==> config.mk <==
export PLATFORM = sky130hd
export DESIGN_NAME = lru_key_value_cache_top
export DESIGN_NICKNAME = d
export VERILOG_FILES = /design/src/rtl/core/lkvc_pkg.sv /design/src/rtl/core/lkvc_ctrl.sv /design/src/rtl/core/lkvc_dp.sv /design/src/rtl/core/lru_key_value_cache_top.sv
export SDC_FILE = /design/constraint.sdc
export NUM_CORES = 2
export LEC_CHECK = 0
export CAP_MARGIN = 15
export CORE_ASPECT_RATIO = 1.75
export CORE_MARGIN = 2
export CORE_UTILIZATION = 62
export CTS_CLUSTER_SIZE = 30
export DETAILED_ROUTE_END_ITERATION = 8
export DONT_BUFFER_PORTS = 1
export HOLD_SLACK_MARGIN = 0.03
export PLACE_DENSITY = 0.88
export SYNTH_ARGS = -nofsm -noshare
export SYNTH_HDL_FRONTEND = slang
export SYNTH_SLANG_ARGS = --single-unit
==> constraint.sdc <==
create_clock -name clk_i -period 11.55 [get_ports clk_i]
set_clock_uncertainty 0.1 [all_clocks]
set_input_delay 0 -clock clk_i [delete_from_list [all_inputs] [get_ports clk_i]]
set_output_delay 0 -clock clk_i [all_outputs]
set_load 0.02 [all_outputs]
==> src/rtl/core/lkvc_pkg.sv <==
// lkvc_pkg: shared types and constants of the LRU key/value cache.
// Used by lkvc_ctrl, lkvc_dp, lru_key_value_cache_top and lkvc_checker; depends on nothing.
`default_nettype none

package lkvc_pkg;

  localparam int unsigned KEY_W = 32;
  localparam int unsigned VAL_W = 32;
  localparam int unsigned CAP_W = 5;

  localparam logic [CAP_W-1:0] CAP_RESET  = 5'd16;
  localparam logic [VAL_W-1:0] MISS_VALUE = '1;

  localparam logic FUNC_GET = 1'b0;
  localparam logic FUNC_PUT = 1'b1;

  typedef enum logic [1:0] {
    ST_IDLE,
    ST_SCAN,
    ST_TAIL,
    ST_UPDATE
  } ctrl_state_e;

  typedef struct packed {
    logic start;
    logic scan;
    logic update;
  } ctrl_cmd_t;

  typedef struct packed {
    logic issue_last;
    logic out_free;
  } dp_status_t;

endpackage

`default_nettype wire

==> src/rtl/core/lkvc_ctrl.sv <==
// lkvc_ctrl: sequencer for one request (accept, key scan, update, result).
// Depends on lkvc_pkg; drives commands into lkvc_dp.
`default_nettype none

module lkvc_ctrl
  import lkvc_pkg::*;
(
  input  logic       clk_i,
  input  logic       rst_ni,
  input  logic       in_valid_i,
  output logic       in_stall_o,
  input  dp_status_t status_i,
  output ctrl_cmd_t  cmd_o
);

  ctrl_state_e state_q, state_d;

  always_ff @(posedge clk_i or negedge rst_ni) begin
    if (!rst_ni) begin
      state_q <= ST_IDLE;
    end else begin
      state_q <= state_d;
    end
  end

  always_comb begin
    state_d = state_q;
    unique case (state_q)
      ST_IDLE: begin
        if (in_valid_i) begin
          state_d = ST_SCAN;
        end
      end
      ST_SCAN: begin
        if (status_i.issue_last) begin
          state_d = ST_TAIL;
        end
      end
      ST_TAIL: begin
        state_d = ST_UPDATE;
      end
      ST_UPDATE: begin
        if (status_i.out_free) begin
          state_d = ST_IDLE;
        end
      end
      default: begin
        state_d = ST_IDLE;
      end
    endcase
  end

  always_comb begin
    cmd_o      = '0;
    in_stall_o = 1'b1;
    unique case (state_q)
      ST_IDLE: begin
        in_stall_o = 1'b0;
        cmd_o.start = in_valid_i;
      end
      ST_SCAN: begin
        cmd_o.scan = 1'b1;
      end
      ST_TAIL: begin
        cmd_o = '0;
      end
      ST_UPDATE: begin
        cmd_o.update = status_i.out_free;
      end
      default: begin
        cmd_o = '0;
      end
    endcase
  end

endmodule

`default_nettype wire

==> src/rtl/core/lkvc_dp.sv <==
// lkvc_dp: key/value memories, valid bits, recency ranks, capacity register
// and result register. Depends on lkvc_pkg; commanded by lkvc_ctrl.
`default_nettype none

module lkvc_dp
  import lkvc_pkg::*;
#(
  parameter int unsigned ENTRIES = 16
) (
  input  logic             clk_i,
  input  logic             rst_ni,
  input  ctrl_cmd_t        cmd_i,
  output dp_status_t       status_o,
  input  logic             in_func_i,
  input  logic [KEY_W-1:0] in_key_i,
  input  logic [VAL_W-1:0] in_value_i,
  input  logic             cfg_we_i,
  input  logic [CAP_W-1:0] cfg_data_i,
  output logic             out_valid_o,
  input  logic             out_stall_i,
  output logic             out_found_o,
  output logic [VAL_W-1:0] out_read_value_o,
  output logic             out_evicted_o,
  output logic [KEY_W-1:0] out_evicted_key_o
);

  localparam int unsigned IDX_W  = (ENTRIES > 1) ? $clog2(ENTRIES) : 1;
  localparam int unsigned RANK_W = IDX_W;
  localparam int unsigned CNT_W  = $clog2(ENTRIES + 1);
  localparam int unsigned CMP_W  = (CNT_W > CAP_W) ? CNT_W : CAP_W;

  logic [KEY_W-1:0]  key_mem [ENTRIES];
  logic [VAL_W-1:0]  val_mem [ENTRIES];

  logic [ENTRIES-1:0] valid_q, valid_d;
  logic [RANK_W-1:0]  rank_q [ENTRIES];
  logic [RANK_W-1:0]  rank_d [ENTRIES];
  logic [CNT_W-1:0]   count_q, count_d;
  logic [CAP_W-1:0]   cap_q;

  logic             req_func_q;
  logic [KEY_W-1:0] req_key_q;
  logic [VAL_W-1:0] req_val_q;

  logic [IDX_W-1:0] idx_q;
  logic             rd_pend_q;
  logic [IDX_W-1:0] rd_idx_q;
  logic [KEY_W-1:0] key_rd_q;
  logic [VAL_W-1:0] val_rd_q;

  logic              hit_q;
  logic [IDX_W-1:0]  hit_idx_q;
  logic [RANK_W-1:0] hit_rank_q;
  logic [VAL_W-1:0]  hit_val_q;
  logic              free_q;
  logic [IDX_W-1:0]  free_idx_q;
  logic [IDX_W-1:0]  vic_idx_q;
  logic [KEY_W-1:0]  vic_key_q;

  logic             out_valid_q;
  logic             out_found_q;
  logic [VAL_W-1:0] out_rd_q;
  logic             out_ev_q;
  logic [KEY_W-1:0] out_evk_q;

  logic [RANK_W-1:0]  lru_rank;
  logic [ENTRIES-1:0] lru_vec;
  logic               rd_match;
  logic [CMP_W-1:0]   cap_ext, eff_cap;
  logic               full;
  logic               do_ins, do_evict, do_promote;
  logic [IDX_W-1:0]   sel_idx;
  logic [RANK_W-1:0]  sel_rank;
  logic [IDX_W-1:0]   wr_idx;

  // ranks of valid entries are 0 .. count-1, so the oldest holds count-1
  assign lru_rank = RANK_W'(count_q - CNT_W'(1));

  always_comb begin
    for (int i = 0; i < ENTRIES; i++) begin
      lru_vec[i] = valid_q[i] && (rank_q[i] == lru_rank);
    end
  end

  assign rd_match = valid_q[rd_idx_q] && (key_rd_q == req_key_q);

  assign cap_ext = CMP_W'(cap_q);
  always_comb begin
    if (cap_q == '0) begin
      eff_cap = CMP_W'(1);
    end else if (cap_ext > CMP_W'(ENTRIES)) begin
      eff_cap = CMP_W'(ENTRIES);
    end else begin
      eff_cap = cap_ext;
    end
  end

  assign full       = !(CMP_W'(count_q) < eff_cap);
  assign do_ins     = (req_func_q == FUNC_PUT) && !hit_q && !full;
  assign do_evict   = (req_func_q == FUNC_PUT) && !hit_q && full;
  assign do_promote = hit_q || do_evict;
  assign sel_idx    = do_evict ? vic_idx_q : hit_idx_q;
  assign sel_rank   = do_evict ? lru_rank : hit_rank_q;
  assign wr_idx     = do_ins ? free_idx_q : sel_idx;

  assign status_o.issue_last = (idx_q == IDX_W'(ENTRIES - 1));
  assign status_o.out_free   = !out_valid_q || !out_stall_i;

  always_ff @(posedge clk_i or negedge rst_ni) begin
    if (!rst_ni) begin
      cap_q <= CAP_RESET;
    end else if (cfg_we_i) begin
      cap_q <= cfg_data_i;
    end
  end

  always_ff @(posedge clk_i) begin
    if (cmd_i.scan) begin
      key_rd_q <= key_mem[idx_q];
      val_rd_q <= val_mem[idx_q];
    end
    if (cmd_i.update && (do_ins || do_evict)) begin
      key_mem[wr_idx] <= req_key_q;
    end
    if (cmd_i.update && (req_func_q == FUNC_PUT)) begin
      val_mem[wr_idx] <= req_val_q;
    end
  end

  always_ff @(posedge clk_i) begin
    if (cmd_i.start) begin
      req_func_q <= in_func_i;
      req_key_q  <= in_key_i;
      req_val_q  <= in_value_i;
    end
    if (cmd_i.scan) begin
      rd_idx_q <= idx_q;
    end
    if (rd_pend_q) begin
      if (rd_match) begin
        hit_idx_q  <= rd_idx_q;
        hit_rank_q <= rank_q[rd_idx_q];
        hit_val_q  <= val_rd_q;
      end
      if (!valid_q[rd_idx_q] && !free_q) begin
        free_idx_q <= rd_idx_q;
      end
      if (lru_vec[rd_idx_q]) begin
        vic_idx_q <= rd_idx_q;
        vic_key_q <= key_rd_q;
      end
    end
  end

  always_ff @(posedge clk_i or negedge rst_ni) begin
    if (!rst_ni) begin
      idx_q     <= '0;
      rd_pend_q <= 1'b0;
      hit_q     <= 1'b0;
      free_q    <= 1'b0;
    end else begin
      rd_pend_q <= cmd_i.scan;
      if (cmd_i.start) begin
        idx_q  <= '0;
        hit_q  <= 1'b0;
        free_q <= 1'b0;
      end else begin
        if (cmd_i.scan && !status_o.issue_last) begin
          idx_q <= idx_q + IDX_W'(1);
        end
        if (rd_pend_q && rd_match) begin
          hit_q <= 1'b1;
        end
        if (rd_pend_q && !valid_q[rd_idx_q]) begin
          free_q <= 1'b1;
        end
      end
    end
  end

  always_comb begin
    valid_d = valid_q;
    count_d = count_q;
    for (int i = 0; i < ENTRIES; i++) begin
      rank_d[i] = rank_q[i];
      if (do_ins && valid_q[i]) begin
        rank_d[i] = rank_q[i] + RANK_W'(1);
      end
      if (do_promote && valid_q[i] && (rank_q[i] < sel_rank)) begin
        rank_d[i] = rank_q[i] + RANK_W'(1);
      end
    end
    if (do_ins) begin
      valid_d[free_idx_q] = 1'b1;
      rank_d[free_idx_q]  = '0;
      count_d             = count_q + CNT_W'(1);
    end
    if (do_promote) begin
      rank_d[sel_idx] = '0;
    end
  end

  always_ff @(posedge clk_i or negedge rst_ni) begin
    if (!rst_ni) begin
      valid_q <= '0;
      count_q <= '0;
      for (int i = 0; i < ENTRIES; i++) begin
        rank_q[i] <= '0;
      end
    end else if (cmd_i.update) begin
      valid_q <= valid_d;
      count_q <= count_d;
      for (int i = 0; i < ENTRIES; i++) begin
        rank_q[i] <= rank_d[i];
      end
    end
  end

  always_ff @(posedge clk_i or negedge rst_ni) begin
    if (!rst_ni) begin
      out_valid_q <= 1'b0;
    end else if (cmd_i.update) begin
      out_valid_q <= 1'b1;
    end else if (!out_stall_i) begin
      out_valid_q <= 1'b0;
    end
  end

  always_ff @(posedge clk_i) begin
    if (cmd_i.update) begin
      out_found_q <= hit_q;
      out_ev_q    <= do_evict;
      out_evk_q   <= do_evict ? vic_key_q : '0;
      if (req_func_q == FUNC_PUT) begin
        out_rd_q <= '0;
      end else begin
        out_rd_q <= hit_q ? hit_val_q : MISS_VALUE;
      end
    end
  end

  assign out_valid_o       = out_valid_q;
  assign out_found_o       = out_found_q;
  assign out_read_value_o  = out_rd_q;
  assign out_evicted_o     = out_ev_q;
  assign out_evicted_key_o = out_evk_q;

endmodule

`default_nettype wire

==> src/rtl/core/lru_key_value_cache_top.sv <==
// lru_key_value_cache_top: fully associative key/value cache, LRU replacement.
// An accepted request is scanned one entry a cycle through the single read port
// of the key/value memories, then passes the tail and update states; the result
// loads when update sees the output free. No new request is taken before that.
// Reset: valid bits, ranks and count cleared at once; capacity returns to 16.
// Depends on lkvc_pkg, lkvc_ctrl and lkvc_dp.
`default_nettype none

module lru_key_value_cache_top
  import lkvc_pkg::*;
#(
  parameter int unsigned ENTRIES = 16
) (
  input  logic                    clk_i,
  input  logic                    rst_ni,
  input  logic                    cfg_valid_i,
  output logic                    cfg_ready_o,
  input  logic [CAP_W-1:0]        cfg_data_i,
  input  logic                    in_valid_i,
  output logic                    in_stall_o,
  input  logic                    in_func_i,
  input  logic signed [KEY_W-1:0] in_key_i,
  input  logic signed [VAL_W-1:0] in_value_i,
  output logic                    out_valid_o,
  input  logic                    out_stall_i,
  output logic                    out_found_o,
  output logic signed [VAL_W-1:0] out_read_value_o,
  output logic                    out_evicted_o,
  output logic signed [KEY_W-1:0] out_evicted_key_o
);

  ctrl_cmd_t  cmd;
  dp_status_t status;

  assign cfg_ready_o = 1'b1;

  lkvc_ctrl u_ctrl (
    .clk_i      (clk_i),
    .rst_ni     (rst_ni),
    .in_valid_i (in_valid_i),
    .in_stall_o (in_stall_o),
    .status_i   (status),
    .cmd_o      (cmd)
  );

  lkvc_dp #(
    .ENTRIES (ENTRIES)
  ) u_dp (
    .clk_i             (clk_i),
    .rst_ni            (rst_ni),
    .cmd_i             (cmd),
    .status_o          (status),
    .in_func_i         (in_func_i),
    .in_key_i          (in_key_i),
    .in_value_i        (in_value_i),
    .cfg_we_i          (cfg_valid_i && cfg_ready_o),
    .cfg_data_i        (cfg_data_i),
    .out_valid_o       (out_valid_o),
    .out_stall_i       (out_stall_i),
    .out_found_o       (out_found_o),
    .out_read_value_o  (out_read_value_o),
    .out_evicted_o     (out_evicted_o),
    .out_evicted_key_o (out_evicted_key_o)
  );

endmodule

`default_nettype wire

Word-level counts from Yosys, hierarchy flattened

Memory sizes are Yosys's and may differ from the RTL's. A register that Yosys moved wholly into a read port is not among the register bits.
Cells that the tools add are included.

Register bits: 315
Bits in latches: 0
Bits in writable memories: 1,024
ROM bits: 0
Input bits: 75
Output and inout port bits: 69
Word-level logic and storage cells: 289
Memories kept: 2

Memory list:

| memory       | depth | bits a word | read ports | clocked after memory_dff | write ports | RTL line      | source |
|---|---|---|---|---|---|---|---|
| u_dp.key_mem | 16    | 32          | 1          | 1                        | 1           | lkvc_dp.sv:32 | `logic [KEY_W-1:0] key_mem [ENTRIES];` |
| u_dp.val_mem | 16    | 32          | 1          | 1                        | 1           | lkvc_dp.sv:33 | `logic [VAL_W-1:0] val_mem [ENTRIES];` |

$add $sub $neg: 19
Multiply operators: 0
Div/mod/pow operators: 0
Order comparisons: 26
Equality and inequality tests: 25
Shift operators: 0
Multiplexer cells: 73
Bitwise operators: 8
Reduce and logical (&&, ||, !) cells: 97

Operator list:

| operator                                                              | count |
|---|---|
| 4-bit two-way mux                                                     | 41 |
| 64-bit bitwise AND                                                    | 2 |
| 64-bit two-way mux                                                    | 2 |
| 64-bit NOT                                                            | 2 |
| 1-bit logical AND                                                     | 77 |
| 4-bit by 1-bit adder with 4-bit output (second input constant)        | 17 |
| 4-bit equality test                                                   | 16 |
| 4-bit < comparator                                                    | 16 |
| 4-bit demux with 4-bit select                                         | 2 |
| 32-bit equality test                                                  | 1 |
| 32-bit two-way mux                                                    | 1 |
| 1-bit two-way mux                                                     | 17 |
| 4-bit binary-select mux with 4-bit select                             | 1 |
| 16-bit OR                                                             | 1 |
| 5-bit greater-or-equal comparator (second input constant)             | 3 |
| 4-bit NOT with 5-bit output                                           | 3 |
| 4-bit by 5-bit < comparator with 1-bit output (second input constant) | 2 |
| 5-bit by 1-bit < comparator with 1-bit output (second input constant) | 2 |
| 5-bit two-way mux                                                     | 2 |
| 1-bit binary-select mux with 4-bit select                             | 2 |
| 2-bit case mux with 4 select lines                                    | 1 |
| 2-bit AND reduction                                                   | 4 |
| 1-bit logical NOT                                                     | 7 |
| 2-bit two-way mux                                                     | 3 |
| 16 further kinds                                                      | 23 |

Depth between registers and ports, before layout

Depth in word-level cells: 15
Mapped depth: 19
Gate-level depth less buffers: 17

Modules after synthesis

Synthesis repeated with hierarchy kept, for this count alone.

Cell total of the unflattened synthesis: 2,778
Area total of the unflattened synthesis: 55,836.1 um^2

Modules (own cells, without submodules):

| module                  | times used | cells an instance | area an instance (um^2) | sequential area each (um^2) |
|---|---|---|---|---|
| lkvc_dp                 | 1          | 2,757             | 55,644.6                | 41,581.1 |
| lkvc_ctrl               | 1          | 19                | 180.2                   | 50.0 |
| lru_key_value_cache_top | 1          | 2                 | 11.3                    | 0.0 |

Least setup slack after synthesis

No wires, ideal clock.

Path type: register to register
Start point: reg u_dp.count_q[0]
End point: reg u_dp.vic_idx_q[0] (enable)
Setup time: 0.433 ns
Arrival time: 5.028 ns
Required time: 11.017 ns
Slack: 5.988 ns
Stages on the path, launching flop included: 14
Buffers on the path: 4
Period minus slack after synthesis: 5.562 ns
Cells stage by stage: dfrtp_1 > clkbuf_1 > clkbuf_1 > clkinv_1 > ha_1 > clkbuf_1 > buf_1 > xor2_1 > nand4_1 > and3_1 > a31oi_1 > a31oi_1 > mux4_2 > nor2b_1

Cells in the longest elaborated chain, start to end: 6
Elaborated cells between the ends (all ways): 36
Classes of those cells: add/sub: 1; eq/ne: 16; mux: 2; reduce/logical: 17

RTL lines:

| item                                          | RTL line       | source |
|---|---|---|
| start, declared                               | lkvc_dp.sv:38  | `logic [CNT_W-1:0] count_q, count_d;` |
| start signal, assigned                        | lkvc_dp.sv:212 | `count_q <= count_d;` |
| 4-bit by 1-bit subtractor with 4-bit output * | lkvc_dp.sv:77  | `assign lru_rank = RANK_W'(count_q - CNT_W'(1));` |
| named net u_dp.lru_rank[0]                    | lkvc_dp.sv:66  | `logic [RANK_W-1:0] lru_rank;` |
| 4-bit equality test                           | lkvc_dp.sv:81  | `lru_vec[i] = valid_q[i] && (rank_q[i] == lru_rank);` |
| 1-bit logical AND                             | lkvc_dp.sv:81  |  |
| 1-bit binary-select mux with 4-bit select *   | lkvc_dp.sv:148 | `if (lru_vec[rd_idx_q]) begin` |
| 1-bit two-way mux (implied by the code) *     | lkvc_dp.sv:148 |  |
| 2-bit AND reduction (no line) *               | --             |  |
| end signal, assigned                          | lkvc_dp.sv:149 | `vic_idx_q <= rd_idx_q;` |
| end, declared                                 | lkvc_dp.sv:57  | `logic [IDX_W-1:0] vic_idx_q;` |

Mark *: on every way through the listed nets, which the timed path passes. The rest lies on a longest branch. The select of a mux whose other input is x is not followed.
A chain may end at the register's enable or synchronous reset.

Worst setup path in the final report

Start point: reg u_dp.cap_q[4] (netlist: u_dp.cap_ext[4])
End point: reg u_dp.rank_q[10] in the netlist's numbering

Cells in the longest elaborated chain, start to end: 15
Elaborated cells between the ends (all ways): 28
Classes of those cells: order compare: 5; mux: 10; bitwise: 4; reduce/logical: 9

RTL lines:

| item                                                                                                                     | RTL line       | source |
|---|---|---|
| start, declared                                                                                                          | lkvc_dp.sv:39  | `logic [CAP_W-1:0] cap_q;` |
| start signal, assigned                                                                                                   | lkvc_dp.sv:113 | `cap_q <= cfg_data_i;` |
| 5-bit greater-than comparator                                                                                            | lkvc_dp.sv:91  | `end else if (cap_ext > CMP_W'(ENTRIES)) begin` |
| 5-bit two-way mux                                                                                                        | lkvc_dp.sv:91  |  |
| 5-bit two-way mux *                                                                                                      | lkvc_dp.sv:89  | `if (cap_q == '0) begin` |
| 5-bit < comparator *                                                                                                     | lkvc_dp.sv:98  | `assign full = !(CMP_W'(count_q) < eff_cap);` |
| 1-bit logical NOT                                                                                                        | lkvc_dp.sv:98  |  |
| 1-bit logical AND                                                                                                        | lkvc_dp.sv:100 | `assign do_evict = (req_func_q == FUNC_PUT) && !hit_q && full;` |
| 4-bit two-way mux                                                                                                        | lkvc_dp.sv:102 | `assign sel_idx = do_evict ? vic_idx_q : hit_idx_q;` |
| 4-bit NOT with 5-bit output (implied by the code)                                                                        | lkvc_dp.sv:199 | `rank_d[sel_idx] = '0;` |
| 5-bit greater-or-equal comparator (implied by the code) or 5-bit by 1-bit < comparator with 1-bit output (tied branches) | lkvc_dp.sv:199 |  |
| 1-bit logical AND (implied by the code)                                                                                  | lkvc_dp.sv:199 |  |
| 4-bit two-way mux (implied by the code)                                                                                  | lkvc_dp.sv:199 |  |
| 4-bit demux with 4-bit select                                                                                            | lkvc_dp.sv:199 |  |
| 64-bit NOT (no line)                                                                                                     | --             |  |
| 64-bit bitwise AND (no line)                                                                                             | --             |  |
| 64-bit two-way mux *                                                                                                     | lkvc_dp.sv:198 | `if (do_promote) begin` |
| end signal, assigned by index                                                                                            | lkvc_dp.sv:214 | `rank_q[i] <= rank_d[i];` |
| end, declared                                                                                                            | lkvc_dp.sv:36  | `logic [RANK_W-1:0] rank_q [ENTRIES];` |

Mark *: on every way between the ends. The rest lies on a longest branch, timed or not.

==> out/results.txt <==
Placed Area - 58190 sq um
status - finished clean
Logic pwr share - 23.8%
postcts setup bufs - 0
cell count after synthesis - 2891
synthesized area per cell - 19.56 sq um
fill count - 5097
final WL - 154600 um
Initial DRC Count - 4592
CP max stage delay - 620 ps
first-pass detailed-route iteration total - 6
WS Path Type - flop to flop
Max Fclk - 187.9 MHz
share of layout cells above drive strength 1 - 21.14%
unrepaired setup endpoints after global routing - false
Buffers on Ports - 0
CTS tree - done
initial antenna violation count - 0
Seq/Total Area, Yosys - 73.62%
GRT Overall Usage - 33.86%
WL per Instance - 35.52 um
non-filler cells, final - 4353
slew margin rel. - 17.73%
ANT nets after route - 0
root buf cell - clkbuf_16
Synth Flop Type - edfxtp_1
fin nets - 3190
Area contributors post-synth - edfxtp_1, mux4_2, dfrtp_1
Starting Density - 62.54%
CTS max path bufs - 3
number of synthesized register bits - 1403
DIE AREA - 93740 sq um
Core Footprint - 90420 sq um
cts bufs inserted - 116
Leak - 20.72 nW
number of global-route vias before repair - 32.55k
row count - 146
# IOs - 144
CP Capture Type - flop
Crit path buffers/inverters - 3
largest net degree at the start of global routing - 125
Final Core Density - 70.51%
Via Count - 31.31k
Post-Syn Area - 56550 sq um
Overflow after GRT - 0
DRC Markers - 0
drt via density - 7.192
Hold Slack - 98.00 ps
Req. time, crit path - 12040 ps
syn_nets - 3010
power density over the cells - 229.6 nW/um^2
Setup WS post-layout - 6228 ps
part of the power in registers - 47.4%
fin area - 63760 sq um
max-cap viol count - 0
Int Pwr - 10.10 mW
VDD IR max - 263.9 uV
Slowest cell on crit path - a21oi_2
CP top delay family - compound AO/OA/AOI/OAI gates
crit-path cells - inv_1, ha_1, nand4_2, a21oi_4, a211o_1, buf_4, nand2_2, a21oi_2, buf_4, ha_1, nor2_1, o211a_1, a2111oi_0, nor3_1, and4_1, a211o_1
routability congestion estimate - 0.9201
htree depth - 3
CP max FO - 50
number of synthesized flops with an enable pin - 1303
Sw Ratio - 31.03%
pre-CTS setup slack - 6399 ps
NetSw - 4.543 mW
Die Width - 232.3 um
Post-DP HPWL - 79410 um
antenna cell count - 0
clock share of power - 28.8%
Area Overhead vs Synth - 12.75%
Setup violations, final - 0
Startpoint Class - flop
post-synth top area share - 69.19%
Hold Crit Class - primary input to flop
first-pass GRT wire length - 224800 um
setup_tns - 0 ps
commonest non-fill, non-tap cell in the layout - edfxtp_1
cell accounting for the most synthesized area - edfxtp_1
Slew @ Worst Pin - 1230 ps
Pwr Total - 14.64 mW
Final Hold Vio Count - 0
most frequent cells in the layout - edfxtp_1, mux4_2, dlygate4sd3_1
worst skew pair latency - 760 ps
clk slew on worst S/H paths - 70 ps
Synthesis Warnings - 0
TritonCTS Sinks - 1403
Slew Viols, Final - 0
post-layout min period - 5322 ps
fraction of registers with async set/reset - 7.128%
Cell variety after synth - 80
period utilisation layout - 46.08%
Cells after DPL - 3987
Worst EP arrival - 5810 ps
die extent in y - 403.5 um
==> state kept, by name, summed over array words and instances, names as in the netlist, 4 cells and up <==
name and cells:
u_dp.req_key_q 32, u_dp.out_read_value_o 32, u_dp.vic_key_q 32, u_dp.free_idx_q 4
u_dp.hit_idx_q 4, u_dp.valid_q 16, u_dp.out_evicted_key_o 32, u_dp.hit_rank_q 4
u_dp.hit_val_q 32, u_dp.rd_idx_q 4, u_dp.val_mem 512, u_dp.idx_q 4
u_dp.val_rd_q 32, u_dp.count_q 5, u_dp.cap_ext 5, u_dp.req_val_q 32
u_dp.vic_idx_q 4, u_dp.key_mem 512, u_dp.key_rd_q 32, u_dp.rank_q 64
==> routing by layer <==
metal	wire (um)	track usage, %
met1	50740	41.81
met5	0	0
met3	14240	5.368
met2	81710	58.77
met4	7941	15.82
==> power groups by stage <==
| stage | combinational [mW] | sequential, mW | clock [mW] |
|---|---|---|---|
| floorplan | 2.54 | 6.68 | 0 |
| global placement | 3.17 | 6.94 | 0 |
| detailed placement | 3.31 | 7.00 | 0 |
| CTS | 3.45 | 6.91 | 4.24 |
| global route | 3.68 | 6.98 | 4.39 |
| finish | 3.48 | 6.94 | 4.22 |
==> path summary, 6_finish.rpt <==
path | from | to | slack (ps) | cells after the start
max | u_dp.cap_ext[4] | u_dp.rank_q[10] | 6230 | 16
min | out_stall_i | u_ctrl.state_q[1] | 100 | 4
max reg2reg | u_dp.cap_ext[4] | u_dp.rank_q[10] | 6230 | 16
min reg2reg | u_dp.val_rd_q[15] | u_dp.hit_val_q[15] | 310 | 0
max in group asynchronous | rst_ni | u_dp.idx_q[1] | 10260 | 4
min in group asynchronous | rst_ni | u_dp.cap_ext[4] | 460 | 3
==> layout make-up <==
type	count	area, sq um	area share, %
clock buffers	137	3034	4.759
clock inverters	79	985.9	1.546
flip-flops and latches	1403	41650	65.32
inverters	97	366.6	0.5750
multi-input cells	1236	14180	22.24
well taps	1184	1481	2.323
repair buffers	217	2062	3.234
==> what timing repair did <==
item | 4_1_cts | 5_1_grt
endpoints found under the setup margin | 0 | 0
hold endpoints to repair | 250 | 0
gates resized for setup | 0 | 0
hold buffers | 149 | 0
==> kinds of logic (layout without fill, tap and decap cells) <==
| family | after synthesis | in the layout | share of synthesized area [%] |
|---|---|---|---|
| AO/OA/AOI/OAI | 352 | 352 | 4.516 |
| XOR/XNOR | 73 | 73 | 1.131 |
| adder cells (fa/ha/maj) | 44 | 44 | 0.9735 |
| buffers and inverters | 252 | 530 | 1.766 |
| flip-flops | 1403 | 1403 | 73.62 |
| multiplexers | 385 | 385 | 14.48 |
| other | 1 | 1 | 0.006631 |
| AND/OR/NAND/NOR | 381 | 381 | 3.516 |
==> cell usage after synthesis, types with 6 or more instances <==
library cell,count
a2111oi_0,13
a211o_1,15
a211oi_1,12
a21o_1,14
a21oi_1,54
a22o_1,12
a22oi_1,12
a31oi_1,32
a32o_1,7
a32oi_1,6
and2_1,7
and3_1,41
buf_1,34
buf_2,13
clkbuf_1,100
dfrtp_1,99
edfxtp_1,1303
ha_1,44
inv_1,95
mux2_2,13
mux2i_1,27
mux4_2,345
nand2_1,77
nand2b_1,9
nand3_1,39
nand4_1,22
nor2_1,74
nor2b_1,17
nor3_1,40
nor4_1,6
nor4b_1,9
o211a_1,15
o211ai_1,39
o21a_1,7
o21ai_0,48
o21bai_1,12
o221ai_1,7
o22ai_1,8
or3_1,8
or4_1,8
xnor2_1,50
xor2_1,23
==> tightest hold or removal path, delay by kind of cell <==
| kind | cells | cell delay (ps) |
|---|---|---|
| AO/OA/AOI/OAI | 2 | 220 |
| buffers and inverters | 1 | 560 |
| AND/OR/NAND/NOR | 1 | 60 |
Note: power is estimated with default switching activity, not from simulation.
